==> src/design/pate_pkg.sv <==
// Shared types and codes for the packed array table engine.
`default_nettype none

package pate_pkg;

   localparam int VALUE_W = 32;
   localparam int INDEX_W = 6;
   localparam int COUNT_W = 7;

   // Operation codes
   localparam logic [1:0] KIND_APPEND = 2'd0;
   localparam logic [1:0] KIND_REMOVE = 2'd1;
   localparam logic [1:0] KIND_READ   = 2'd2;
   localparam logic [1:0] KIND_SEARCH = 2'd3;

   // Status codes
   localparam logic [1:0] ST_OK        = 2'd0;
   localparam logic [1:0] ST_BAD_INDEX = 2'd1;
   localparam logic [1:0] ST_FULL      = 2'd2;
   localparam logic [1:0] ST_NOT_FOUND = 2'd3;

   typedef struct packed {
      logic [1:0]                kind;
      logic signed [VALUE_W-1:0] value;
      logic [INDEX_W-1:0]        index;
   } req_type;

   typedef struct packed {
      logic [1:0]                status;
      logic signed [VALUE_W-1:0] read_value;
      logic [INDEX_W-1:0]        found_position;
      logic [COUNT_W-1:0]        entry_count;
   } rsp_type;

   // Broadcast from the control to every cell; flags are high only on an accepted transaction
   typedef struct packed {
      logic                      append;
      logic                      shift;
      logic                      read;
      logic                      search;
      logic signed [VALUE_W-1:0] value;
      logic [INDEX_W-1:0]        index;
   } cell_cmd_type;

endpackage

`default_nettype wire

==> src/design/pate_cell.sv <==
// One table position: holds an entry, shifts from its right neighbour, flags read and search hits.
`default_nettype none

module pate_cell import pate_pkg::*; #(
   parameter int POS = 0,
   parameter int CW  = 7
) (
   input  wire logic                      clock,
   input  wire logic                      reset,
   input  wire cell_cmd_type              cmd,
   input  wire logic [CW-1:0]             count,
   input  wire logic signed [VALUE_W-1:0] next_entry,
   output logic signed [VALUE_W-1:0]      entry,
   output logic                           hit
);

   logic signed [VALUE_W-1:0] entry_ff, entry_in;
   logic                      hit_ff, hit_in;
   logic                      live;
   logic                      at_index;

   always_comb begin
      live     = int'(count) > POS;
      at_index = int'(cmd.index) == POS;

      entry_in = entry_ff;
      if (cmd.append && int'(count) == POS) begin
         entry_in = cmd.value;
      end else if (cmd.shift && int'(cmd.index) <= POS) begin
         // take the neighbour's entry to close the gap
         entry_in = next_entry;
      end

      hit_in = hit_ff;
      if (cmd.read) begin
         hit_in = at_index;
      end else if (cmd.search) begin
         hit_in = live && (entry_ff == cmd.value);
      end else if (cmd.append || cmd.shift) begin
         hit_in = 1'b0;
      end
   end

   always_ff @(posedge clock) begin
      entry_ff <= entry_in;
   end

   always_ff @(posedge clock) begin
      if (reset) begin
         hit_ff <= 1'b0;
      end else begin
         hit_ff <= hit_in;
      end
   end

   assign entry = entry_ff;
   assign hit   = hit_ff;

endmodule

`default_nettype wire

==> config.mk <==
export PLATFORM = sky130hd
export DESIGN_NAME = pate_cell
export DESIGN_NICKNAME = d
export VERILOG_FILES = /design/src/design/pate_pkg.sv /design/src/design/pate_cell.sv
export SDC_FILE = /design/constraint.sdc
export NUM_CORES = 1
export LEC_CHECK = 0
export BUFFER_PORTS_ARGS = -buffer_cell sky130_fd_sc_hd__buf_2
export CORE_MARGIN = 4
export CORE_UTILIZATION = 34
export CTS_BUF_LIST = sky130_fd_sc_hd__clkbuf_16
export CTS_CLUSTER_DIAMETER = 40
export CTS_CLUSTER_SIZE = 8
export DETAILED_ROUTE_END_ITERATION = 6
export MAX_ROUTING_LAYER = met4
export PLACE_DENSITY = 0.75
export SLEW_MARGIN = 20
export SYNTH_ARGS = -nofsm -noshare
export SYNTH_HDL_FRONTEND = slang
export SYNTH_SLANG_ARGS = --single-unit
==> constraint.sdc <==
create_clock -name clock -period 4.8 [get_ports clock]
set_input_delay 0.72 -clock clock [delete_from_list [all_inputs] [get_ports clock]]
set_output_delay 0.72 -clock clock [all_outputs]
set_load 0.03 [all_outputs]
---- Word level (Yosys, flattened, before mapping) ----
Cells that the tools add are included.
storage, ports and cells
  logic and storage cells ................. 18
  bits of input ports ..................... 83
  bits in registers ....................... 33
operators by class
  eq/ne operators ......................... 1
  reductions and logical operators ........ 8
  mux-type cells .......................... 5
  magnitude comparators ................... 2
operator list
  kind                  count
  $mux W32              2
  $eq A32 B32 Y1        1
  $gt A7 B1 Y1 const B  1
  $logic_not A7 Y1      1
  $le A6 B1 Y1 const B  1
  $logic_not A6 Y1      1
  $logic_and A1 B1 Y1   3
  $mux W1               3
  $reduce_bool A3 Y1    1
  $reduce_bool A2 Y1    1
  $logic_or A1 B1 Y1    1

---- Logic depth before layout (Yosys ltp) ----
  depth after elaboration ................. 4
  mapped depth ............................ 5
  depth with buffers taken out ............ 4

---- Least setup slack after synthesis ----
Ideal clock, no wire load.
  kind .................................... input port to flip-flop
  from .................................... input port count[1]
  to ...................................... register entry_ff[0], in the netlist entry[0], enable pin
  arrival time ............................ 2.451 ns
  slack ................................... 1.960 ns
  cell stages on the path ................. 5
  cells stage by stage .................... or4_4 nor4_4 nand2_2 buf_6 nand2_1
on the way
  word-level cells in the longest chain between the ends .. 3
ends and longest elaborated chain
  item                                 RTL line         text
  start: declaration                   pate_cell.sv:11  input wire logic [CW-1:0] count,
  $logic_not A7 Y1                     pate_cell.sv:27  if (cmd.append && int'(count) == POS) begin
  $logic_and A1 B1 Y1                  pate_cell.sv:27
  $reduce_bool A2 Y1 (no source line)  --
  end signal: assignment               pate_cell.sv:45  entry_ff <= entry_in;
  end: declaration                     pate_cell.sv:17  logic signed [VALUE_W-1:0] entry_ff, entry_in;
Every way passes these cells.
A chain may end at the register's enable or synchronous reset.

---- Worst setup path after layout ----
  from .................................... input port count[1]
  to ...................................... register entry_ff[28], in the netlist entry[28], enable pin
Same word-level chain as after synthesis.

==> flow_summary.toml <==
[final_layout]
fin_util_pct = 49.4
nFillCells = 487
final_nets = 328
fin_cells = 318
area_growth_pct = 41.4
mostFrequentLayoutCells = "115 x buf_2, 32 x edfxtp_1, 29 x mux2_4, 29 x xnor2_1, 7 x nand4_1"
multi_input_area_um2 = 911
final-seq-area_um2 = 981
finalInstanceArea_um2 = 2720
drive_above_1_share_pct = 64.6
final_common_cell = "buf_2"
n_antenna_cell = 0

[route]
drt-total-wl_mm = 4.78
via_per_inst = 4.64
drc_errors = 0
dr.pass1.iters = 4
drtIter0Drc = 40
dr_total_vias = 1475
wl_per_cell_um = 15.0
drtAntennaViolNets = 0

[global_routing]
track_usage_pct = 14.3
gr-total-overflow = 0
grt_pass1_wl_mm = 7.69
antenna_found_initial = 0
grt_pass1_vias = 1561
grt_max_degree = 34

[logic_synthesis]
synth.area.top_cells = "edfxtp_1 50%, mux2_4 23%, xnor2_1 13%, nand4_1 2.3%, buf_6 1.8%"
synth_largest_area_cell = "edfxtp_1"
synth_cells = 124
synth_edf_count = 32
synth_nets = 207
yosys_warnings = 0
ys_seq_area_share_pct = 50.9
ys_types = 19
netlist_area_um2 = 1930
async_reset_ff_share_pct = 0
syn_avg_cell_area_um2 = 15.5
synth_top_area_share_pct = 49.9
synth_seq_cells = 33
synth_flop_cell = "edfxtp_1"

[setup_path]
max_stage_delay_ps = 540
cp_slowest_cell = "or4_4"
crit_required_ps = 4770
crit_type = "in -> reg"
crit_path_start_kind = "input port"
cp_data_arrival_time_ps = 2650
reg2reg_depth = 4
path_cells = "buf_2, or4_4, nor4_4, nand2_2, buf_4, nand2_1, buf_12"
crit_family = "simple AND/OR/NAND/NOR gates"
worst-path-buf-inv = 3
crit_fanout = 33
crit_path_end_kind = "flop"
reg2reg_slack_ps = 3210
r2r_start = "entry[25]"
r2r_end = "hit"

[power_and_ir_drop]
p_clk_share_pct = 41.1
cellPowerDensity_nw_per_um2 = 257
p_seq_share_pct = 45.9
p_leak_nw = 1.24
peakVddDrop_mv = 0.157
swShare_pct = 19.9
power_frac_comb_pct = 13.0
p_int_uw = 561
p_sw_uw = 139

[clock_network]
post_cts_buffers = 0
cts_made_buffers = 5
clkLatencyLatePin_ps = 270
cts_tree = "yes"
h-tree-depth = 2
max-clock-path-buffers = 2
root_buffer = "clkbuf_16"
cts.repair.resized = 0
cts.sinks = 33
clk_pin_slew_ps = 50
hold_buffers = 0

[sta]
hold_violations = 0
worst_pin_slew_ps = 582
slew_headroom_pct = 61.2
max_freq_mhz = 374
rsz0062_at_grt = "no"
timing.final.crit_share_pct = 55.7
final_max_slew_viol_count = 0
finalClockSkew_ps = 4.04
setup_tns_ps = 0
setup_viol = 0
min_period_ps = 2680

[die]
coreArea_um2 = 5510
die_x_um = 83.3
ioPinCount = 116
initial_core_util_pct = 35.0
die-area_um2 = 6930
rows = 27
die_h_um = 83.3

[worst_hold_path]
hold_path_class = "reg -> reg"
worstHoldPathCells = 3
min_to = "hit"
min_from = "hit"

[placement]
dpl-instance-area_um2 = 2580
place_hpwl_mm = 3.89
gp_congestion = 0.887
dp_cells = 310
portBuffers = 115

[outcome]
status = "finished clean"

[flow_run]
maxCapViolCount = 0
==> through the flow <==
step,hold WS [ps],total power [mW],setup WS [ps]
after global placement,577,0.416,1920
after detailed placement,583,0.419,1830
after global routing,642,0.730,1990
after CTS,594,0.708,2120
final,591,0.701,2120
after floorplan,775,0.370,1960
==> flip-flops by register name (all words and copies together) (netlist names) <==
name and flops:
hit 1, entry 32
==> routing by layer <==
metal | track usage, % | vias up | wire, um
met4 | 5.35 | 0 | 63
met3 | 3.57 | 7 | 396
li1 | - | 710 | -
met1 | 15.9 | 682 | 1900
met5 | - | - | 0
met2 | 24.5 | 76 | 2420
==> cell families after synthesis <==
family | after synthesis | synth area share [%]
multiplexers | 32 | 24.4
buffers and inverters | 3 | 1.75
XOR/XNOR | 32 | 14.6
flip-flops | 33 | 50.9
AND/OR/NAND/NOR | 22 | 7.47
AO/OA/AOI/OAI | 2 | 0.910
==> power groups by stage <==
| stage | sequential, mW | clock, mW | combinational (mW) |
|---|---|---|---|
| 2_1_floorplan | 0.332 | 0 | 0.0374 |
| 3_3_place_gp | 0.327 | 0 | 0.0894 |
| 3_5_place_dp | 0.327 | 0 | 0.0915 |
| 4_1_cts | 0.322 | 0.295 | 0.0921 |
| 5_1_grt | 0.321 | 0.310 | 0.0986 |
| 6_report | 0.322 | 0.288 | 0.0909 |
==> worst reg2reg max path, stage by stage, from the launching register on <==
cell,delay [ps]
edfxtp_1,390
xor2_1,150
or4_1,520
nor4_1,280
a31o_2,200
==> cells in the mapped netlist, types with 2 or more instances <==
cell       n
nand3_1    2
nor4_1     3
xnor2_1   29
nand4_1    7
edfxtp_1  32
xor2_1     3
mux2_4    29
mux2_2     3
buf_6      3
nor2_1     3
nor3_1     2
==> worst max path at each step <==
stage | from | to | slack (ps) | cells after the start
after global routing | count[1] | entry[28] | 1990 | 7
after floorplan | count[1] | entry[0] | 1960 | 5
after detailed placement | count[1] | entry[28] | 1830 | 7
after CTS | count[1] | entry[14] | 2120 | 7
after global placement | count[1] | entry[14] | 1920 | 7
final | count[1] | entry[28] | 2120 | 7
==> area by class of cell <==
| class | count | share of cell area (%) |
|---|---|---|
| clock inverters | 3 | 0.460 |
| clock buffers | 5 | 4.60 |
| multi-input cells | 88 | 33.5 |
| well taps | 72 | 3.31 |
| repair buffers | 117 | 22.2 |
| flip-flops and latches | 33 | 36.0 |
(Power assumes the default switching activity.)
